===== src/hdl/assert_macros.svh =====
// Assertion helpers used by the sequencer back stage.
`ifndef ASSERT_MACROS_SVH
`define ASSERT_MACROS_SVH

// Check a condition at every clock edge outside reset.
`define FEPS_ASSERT_ALWAYS(lbl, clk, rst_n, prop) \
  lbl: assert property (@(posedge clk) disable iff (!rst_n) (prop)) \
    else $error("sequencer invariant violated");

// Check that a condition implies another in the same cycle.
`define FEPS_ASSERT_IMPLIES(lbl, clk, rst_n, ante, cons) \
  lbl: assert property (@(posedge clk) disable iff (!rst_n) (ante) |-> (cons)) \
    else $error("sequencer implication violated");

`endif


===== src/hdl/feps_pkg.sv =====
`default_nettype none
package feps_pkg;

  localparam int LOGICAL_PAGES      = 4;
  localparam int LOGICAL_PAGE_BYTES = 2048;
  localparam int ERASE_UNIT_BYTES   = 1024;
  localparam int ERASE_UNITS        = 2;
  localparam int PROGRAM_BURST      = 4;
  localparam int MAX_RESULTS        = 4;
  localparam int BURST = (PROGRAM_BURST < MAX_RESULTS) ? PROGRAM_BURST : MAX_RESULTS;

  localparam int BUF_DEPTH = 512;
  localparam int BUF_AW    = 9;

  localparam int QUEUE_DEPTH_DEF = 2;

  localparam logic [31:0] FLASH_END_RST     = 32'd134348799;
  localparam logic [15:0] ERASE_TIMEOUT_RST = 16'd1000;

  localparam logic [2:0] REQ_TICK       = 3'd0;
  localparam logic [2:0] REQ_LOAD       = 3'd1;
  localparam logic [2:0] REQ_ERASE_PROG = 3'd2;
  localparam logic [2:0] REQ_ERASE      = 3'd3;
  localparam logic [2:0] REQ_PROG       = 3'd4;
  localparam logic [2:0] REQ_DONE       = 3'd5;

  localparam logic [1:0] CMD_NONE    = 2'd0;
  localparam logic [1:0] CMD_UNLOCK  = 2'd1;
  localparam logic [1:0] CMD_ERASE   = 2'd2;
  localparam logic [1:0] CMD_PROGRAM = 2'd3;

  localparam logic CFG_FLASH_END_ADDR = 1'b0;
  localparam logic CFG_ERASE_TIMEOUT  = 1'b1;

  typedef enum logic [2:0] {
    KIND_NONE,
    KIND_TICK,
    KIND_LOAD,
    KIND_ERASE_PROG,
    KIND_ERASE,
    KIND_PROG,
    KIND_DONE
  } feps_kind_t;

  // Classified word as it sits in the queue between front and back.
  typedef struct packed {
    feps_kind_t  kind;
    logic        chk_ok;
    logic [31:0] span;
    logic [8:0]  offs_w;
    logic [8:0]  len_w;
    logic [8:0]  widx;
    logic [31:0] data;
    logic        sus;
    logic        res;
  } feps_item_t;

endpackage
`default_nettype wire


===== src/hdl/feps_ifs.sv =====
`default_nettype none
interface feps_in_if;
  logic        valid;
  logic        ready;
  logic [2:0]  req_type;
  logic [5:0]  page_id;
  logic [10:0] byte_offset;
  logic [11:0] byte_len;
  logic [8:0]  word_index;
  logic [31:0] data_word;
  logic        suspend_granted;
  logic        resume_granted;

  modport source (output valid, req_type, page_id, byte_offset, byte_len, word_index,
                  data_word, suspend_granted, resume_granted, input ready);
  modport sink (input valid, req_type, page_id, byte_offset, byte_len, word_index,
                data_word, suspend_granted, resume_granted, output ready);
endinterface

`default_nettype wire


===== src/hdl/feps_front.sv =====
`default_nettype none
module feps_front import feps_pkg::*; #(
  parameter int DEPTH = QUEUE_DEPTH_DEF
) (
  input  wire logic   clk,
  input  wire logic   rst_n,
  feps_in_if.sink     in_if,
  output logic        q_valid,
  output feps_item_t  q_item,
  input  wire logic   q_ready
);

  localparam int PW = (DEPTH > 1) ? $clog2(DEPTH) : 1;
  localparam int CW = $clog2(DEPTH + 1);

  feps_item_t     slot_r [DEPTH];
  logic [PW-1:0]  wr_ptr_r, wr_ptr_nxt;
  logic [PW-1:0]  rd_ptr_r, rd_ptr_nxt;
  logic [CW-1:0]  count_r, count_nxt;
  feps_item_t     item_d;
  logic           push, pop;
  logic           page_ok, len_ok, align_ok;

  // Classify the word; checks that need no sequencer state are done here.
  always_comb begin
    page_ok  = 7'(in_if.page_id) < 7'(LOGICAL_PAGES);
    len_ok   = in_if.byte_len < 12'(LOGICAL_PAGE_BYTES);
    align_ok = in_if.byte_offset[1:0] == 2'b00;

    item_d        = '0;
    item_d.span   = (32'(LOGICAL_PAGES) - 32'(in_if.page_id)) * 32'(LOGICAL_PAGE_BYTES);
    item_d.offs_w = in_if.byte_offset[10:2];
    item_d.len_w  = in_if.byte_len[10:2];
    item_d.widx   = in_if.word_index;
    item_d.data   = in_if.data_word;
    item_d.sus    = in_if.suspend_granted;
    item_d.res    = in_if.resume_granted;

    case (in_if.req_type)
      REQ_TICK: begin
        item_d.kind = KIND_TICK;
      end
      REQ_LOAD: begin
        item_d.kind = KIND_LOAD;
      end
      REQ_ERASE_PROG: begin
        item_d.kind   = KIND_ERASE_PROG;
        item_d.chk_ok = page_ok && len_ok;
      end
      REQ_ERASE: begin
        item_d.kind   = KIND_ERASE;
        item_d.chk_ok = page_ok;
      end
      REQ_PROG: begin
        item_d.kind   = KIND_PROG;
        item_d.chk_ok = page_ok && len_ok && align_ok;
      end
      REQ_DONE: begin
        item_d.kind = KIND_DONE;
      end
      default: begin
        item_d.kind = KIND_NONE;
      end
    endcase
  end

  assign in_if.ready = count_r != CW'(DEPTH);
  assign push        = in_if.valid && in_if.ready;
  assign q_valid     = count_r != '0;
  assign q_item      = slot_r[rd_ptr_r];
  assign pop         = q_valid && q_ready;

  always_comb begin
    wr_ptr_nxt = wr_ptr_r;
    rd_ptr_nxt = rd_ptr_r;
    count_nxt  = count_r;
    if (push) begin
      wr_ptr_nxt = (wr_ptr_r == PW'(DEPTH - 1)) ? '0 : wr_ptr_r + 1'b1;
    end
    if (pop) begin
      rd_ptr_nxt = (rd_ptr_r == PW'(DEPTH - 1)) ? '0 : rd_ptr_r + 1'b1;
    end
    if (push && !pop) begin
      count_nxt = count_r + 1'b1;
    end else if (pop && !push) begin
      count_nxt = count_r - 1'b1;
    end
  end

  always_ff @(posedge clk) begin
    if (!rst_n) begin
      wr_ptr_r <= '0;
      rd_ptr_r <= '0;
      count_r  <= '0;
    end else begin
      wr_ptr_r <= wr_ptr_nxt;
      rd_ptr_r <= rd_ptr_nxt;
      count_r  <= count_nxt;
    end
  end

  always_ff @(posedge clk) begin
    if (push) begin
      slot_r[wr_ptr_r] <= item_d;
    end
  end

endmodule
`default_nettype wire


===== src/flat_wrapper.sv =====
// flat-port wrapper written by rule: the top's interface ports become plain ports
module feps_front_flat import feps_pkg::*;
#(
  parameter int DEPTH = QUEUE_DEPTH_DEF
)
  (clk, rst_n, q_valid, q_item, q_ready, in_if_valid, in_if_req_type, in_if_page_id, in_if_byte_offset, in_if_byte_len, in_if_word_index, in_if_data_word, in_if_suspend_granted, in_if_resume_granted, in_if_ready);
  feps_in_if in_if_i ();
  input  wire logic clk;
  input  wire logic rst_n;
  output logic q_valid;
  output feps_item_t q_item;
  input  wire logic q_ready;
  input wire logic [$bits(in_if_i.valid)-1:0] in_if_valid;
  input wire logic [$bits(in_if_i.req_type)-1:0] in_if_req_type;
  input wire logic [$bits(in_if_i.page_id)-1:0] in_if_page_id;
  input wire logic [$bits(in_if_i.byte_offset)-1:0] in_if_byte_offset;
  input wire logic [$bits(in_if_i.byte_len)-1:0] in_if_byte_len;
  input wire logic [$bits(in_if_i.word_index)-1:0] in_if_word_index;
  input wire logic [$bits(in_if_i.data_word)-1:0] in_if_data_word;
  input wire logic [$bits(in_if_i.suspend_granted)-1:0] in_if_suspend_granted;
  input wire logic [$bits(in_if_i.resume_granted)-1:0] in_if_resume_granted;
  output wire logic [$bits(in_if_i.ready)-1:0] in_if_ready;
  assign in_if_i.valid = in_if_valid;
  assign in_if_i.req_type = in_if_req_type;
  assign in_if_i.page_id = in_if_page_id;
  assign in_if_i.byte_offset = in_if_byte_offset;
  assign in_if_i.byte_len = in_if_byte_len;
  assign in_if_i.word_index = in_if_word_index;
  assign in_if_i.data_word = in_if_data_word;
  assign in_if_i.suspend_granted = in_if_suspend_granted;
  assign in_if_i.resume_granted = in_if_resume_granted;
  assign in_if_ready = in_if_i.ready;
  feps_front #(.DEPTH(DEPTH)) u_core (.clk(clk), .rst_n(rst_n), .in_if(in_if_i), .q_valid(q_valid), .q_item(q_item), .q_ready(q_ready));
endmodule

===== config.mk =====
export PLATFORM = sky130hd
export DESIGN_NAME = feps_front_flat
export DESIGN_NICKNAME = d
export VERILOG_FILES = /design/src/hdl/assert_macros.svh /design/src/hdl/feps_pkg.sv /design/src/hdl/feps_ifs.sv /design/src/hdl/feps_front.sv /design/src/flat_wrapper.sv
export SDC_FILE = /design/constraint.sdc
export NUM_CORES = 1
export LEC_CHECK = 0
export CAP_MARGIN = 10
export CORE_MARGIN = 3
export CORE_UTILIZATION = 40
export CTS_CLUSTER_DIAMETER = 120
export DETAILED_ROUTE_END_ITERATION = 12
export DONT_BUFFER_PORTS = 1
export GPL_ROUTABILITY_DRIVEN = 1
export GPL_TIMING_DRIVEN = 0
export PLACE_DENSITY = 0.62
export SETUP_SLACK_MARGIN = 0.1
export SYNTH_ARGS = -nofsm -noshare
export SYNTH_HDL_FRONTEND = slang
export SYNTH_SLANG_ARGS = --single-unit

===== constraint.sdc =====
create_clock -name clk -period 4.9 [get_ports clk]
set_input_delay 0.98 -clock clk [delete_from_list [all_inputs] [get_ports clk]]
set_output_delay 0.98 -clock clk [all_outputs]
set_load 0.02 [all_outputs]

; After elaboration in Yosys (flattened, before gate mapping)
; Memories as Yosys holds them, arrays and structs flattened. A register that Yosys moved wholly into a read port is not among the register bits.
; Index checks and enable logic that the tools add are counted.
[op_classes]
n_addsub = 5
order_cmp = 2
eq_ne = 6
mux = 10
reduce_logical = 12
[ops]
columns = cell, count
row1 = $pmux W3 S6, 1
row2 = $lt A12 B12 Y1 const B, 1
row3 = $sub A3 B6 Y7 const A, 1
row4 = $eq A3 B2 Y1 const B, 2
row5 = $eq A3 B3 Y1 const B, 2
row6 = $logic_and A1 B1 Y1, 6
row7 = $lt A6 B3 Y1 const B, 1
row8 = $mux W1, 6
row9 = $mux W2, 2
row10 = $reduce_bool A2 Y1, 2
row11 = $eq A3 B1 Y1 const B, 1
row12 = $logic_not A3 Y1, 1
row13 = $pmux W1 S3, 1
row14 = $add A1 B1 Y1 const B, 2
row15 = $add A2 B1 Y2 const B, 1
row16 = $logic_not A1 Y1, 2
row17 = $logic_not A2 Y1, 1
row18 = $ne A2 B2 Y1 const B, 1
row19 = $sub A2 B1 Y2 const B, 1
[totals]
ff_bits = 4
ramBits = 172
out_inout_bits = 99
mem_count = 1
[memory_table]
columns = name, depth, word_bits, read_ports, rd_ports_with_merged_regs, wr, line
row1 = u_core.slot_r, 2, 86, 1, 1, 1, feps_front.sv:16  ; feps_item_t slot_r [DEPTH];

; Depth between registers and ports, before layout
[logic_depth]
word_depth = 6
depth_mapped = 6

; Least setup slack after synthesis
; No wires, ideal clock.
[synth_timing]
path_kind = input port to flip-flop
start = in in_if_valid
end = mem u_core.slot_r[1][0] in the netlist's numbering, enable pin
setup_ns = 0.438
t_arrival_ns = 2.715
path_slack_ns = 1.747
stages = 1
n_path_buf = 0
path_cell_list = and3_1
[synth_between]
elab_chain_cells = 3
[synth_rtl]
columns = element, line
row1 = from (decl), flat_wrapper.sv:13  ; input wire logic [$bits(in_if_i.valid)-1:0] in_if_valid;
row2 = $logic_and A1 B1 Y1, feps_front.sv:68  ; assign push = in_if.valid && in_if.ready;
row3 = $mux W1, feps_front.sv:103  ; if (push) begin
row4 = $mux W1 (not written as such), feps_front.sv:104  ; slot_r[wr_ptr_r] <= item_d;
row5 = to (decl), feps_front.sv:16
; Every way passes these cells.

==> flow_summary.ini <==
[worst_setup_path]
path_delay_family = buffers and inverters
worstSetupPathType = flop to primary output
start_kind = flop
cpPeakStageDelay_ns = 0.52
crit_slowest_cell = mux2_2
cp-end-kind = primary output
worstPathCellList = buf_2 -> buf_2 -> mux2_2 -> buf_4
timing.critical_path.buf_inv = 3
cp.required_ns = 3.92
arrival_ns = 1.97
cp_common_cell = buf_2
crit_fanout = 15

[timing]
fin_crit_ns = 2.95
period_share_pct = 60.1
rsz0062_at_grt = no
fin_skew_ns = 0.00777
max_freq_mhz = 339
maxSlewViolCount = 0
setup_violations = 0
hold_viol_final = 0
fin_setup_tns_ns = 0

[cells_and_area]
area.sequential_sq_um = 4420
final_common_cell = edfxtp_1
diodes = 0
final.fill_count = 1179
drive_gt1_share_pct = 40.9
layout_common_cells = edfxtp_1, mux2_2, buf_4
multi_input_area_sq_um = 1120
nets = 413
area_growth_syn_to_layout_pct = 16.3

[grt]
antenna_found_initial = 0
grt_max_degree = 46
grt_pass1_vias = 2775
overflow = 0
grt_pass1_wl_um = 15800
track_usage_pct = 13.3

[logic_synthesis]
yosysSeqAreaShare_pct = 76.9
syn-cell-area_sq_um = 5750
synth-async-reset-ratio_pct = 0
synth_flop_cell = edfxtp_1
avgSynthCellArea_sq_um = 19.1
synthCells = 301
synth_seq_cells = 149
synth_enable_flop_cells = 144
synth_warnings = 0
synth_cell_types = 27

[place]
port_buffers = 0
dp_hpwl_um = 6650
gp_congestion = 0.735

[cts]
clock_path_buffers = 2
cts_tree = yes
post-cts-setup-buffers = 0
cts-htree-levels = 4
worstSkewPairLatency_ns = 0.41
clockRootBuffer = clkbuf_16
numCtsBuffers = 17
cts_sinks = 149
cts_hold_buf = 0
path_clk_slew_ns = 0.06
cts_resized = 0

[route]
via_count = 2534
wl_per_cell_um = 19.2
avgViaCountPerCell = 4.83
drtIter0Drc = 188
detail-route-antenna-nets = 0
drtPass1Iterations = 4
drt-total-wl_um = 10100
drc = 0

[floorplanning]
boundaryPins = 178
dieHeight_um = 126
start_util_pct = 41.1
rows = 43
die_x_um = 126
die_area_sq_um = 15900
core-area_sq_um = 14000

[power_and_ir_drop]
p_leak_nw = 2.29
ir_drop_v = 0.000283
total_power_mw = 3.87
cellPowerDensity_nw_per_um2 = 579

[min_path]
hp-class = flop to flop

[run_status]
status = completed

[job]
drv_cap = 0
==> state kept, by name (all words and copies together), names as in the netlist, named ones only <==
name and cells:
u_core.rd_ptr_r 1, u_core.count_r 2, u_core.wr_ptr_r 1, u_core.slot_r 144
==> logic make-up (layout without fill, tap and decap cells) <==
logic type	Yosys count	in the layout	synth area share [%]
compound gates	13	13	1.35
xor+xnor	7	7	1.07
fa+ha+maj	2	2	0.435
buf+inv	39	73	4.35
flops	149	149	76.9
mux	73	73	14.3
other cells	1	11	0.0652
simple gates	17	17	1.52
==> per-layer routing <==
layer  wire, um  global-route usage, %
met2       4870                   20.2
met4        165                   5.87
met1       3740                   14.5
met5          0                      0
met3       1290                   8.78
==> power by group <==
part	internal, mW	switching, mW	total, mW	leakage (nW)
registers	1.59	0.0378	1.63	1.38
logic	0.304	0.605	0.909	0.619
clock network	0.847	0.484	1.33	0.283
total	2.74	1.13	3.87	2.29
==> worst reg2reg max path, stage by stage (launching register included) <==
cell and delay [ns]:
dfxtp_1 0.40, nand2b_1 0.36, nand3b_1 0.20, inv_4 0.36, buf_16 0.30
==> path summary, 6_finish.rpt <==
path | from | to | slack, ns | depth (start not counted)
setup / recovery | flop | q_item[92] | 1.95 | 4
hold / removal | u_core.rd_ptr_r$_SDFFE_PN0P_ | u_core.rd_ptr_r$_SDFFE_PN0P_ | 0.50 | 2
setup reg to reg | u_core.count_r[0]$_SDFFE_PN0P_ | u_core.slot_r[0][21]$_DFFE_PP_ | 2.91 | 4
hold reg to reg | u_core.rd_ptr_r$_SDFFE_PN0P_ | u_core.rd_ptr_r$_SDFFE_PN0P_ | 0.50 | 2
==> cell usage after synthesis, types with 2 or more instances <==
library cell / count / share of area (%)
nor3_1: 2 / 0.17
buf_4: 25 / 3.3
o21ai_0: 3 / 0.26
dfxtp_1: 5 / 1.7
nor2_1: 5 / 0.33
edfxtp_1: 144 / 75
nand2_1: 2 / 0.13
ha_1: 2 / 0.43
a21oi_1: 5 / 0.43
nor2b_1: 2 / 0.22
xnor2_1: 2 / 0.30
buf_2: 8 / 0.70
xor2_1: 5 / 0.76
mux2_2: 73 / 14
inv_1: 6 / 0.39
==> final cells by class <==
class	count	share of cell area (%)
plain buffers	33	3.40
clock buffers	18	6.41
clock inverters	14	2.75
inverters	6	0.374
multi-input cells	123	16.7
flip-flops and latches	149	66.1
well taps	180	3.37
repair buffers	2	0.823
==> per-stage QoR <==
step                      cells  instance area (sq um)  worst slack [ns]  util (%)  hold WS (ns)
after floorplan             311                   5790              1.75         -         0.472
after global placement      491                   6010             0.745      43.0         0.484
after detailed placement    493                   6080              2.34      43.4         0.487
after CTS                   525                   6690              1.88      47.8         0.505
after global routing        525                   6690              1.82      47.8         0.552
final                       525                   6690              1.95      47.8         0.504
Note: power is estimated with default switching activity, not from simulation.
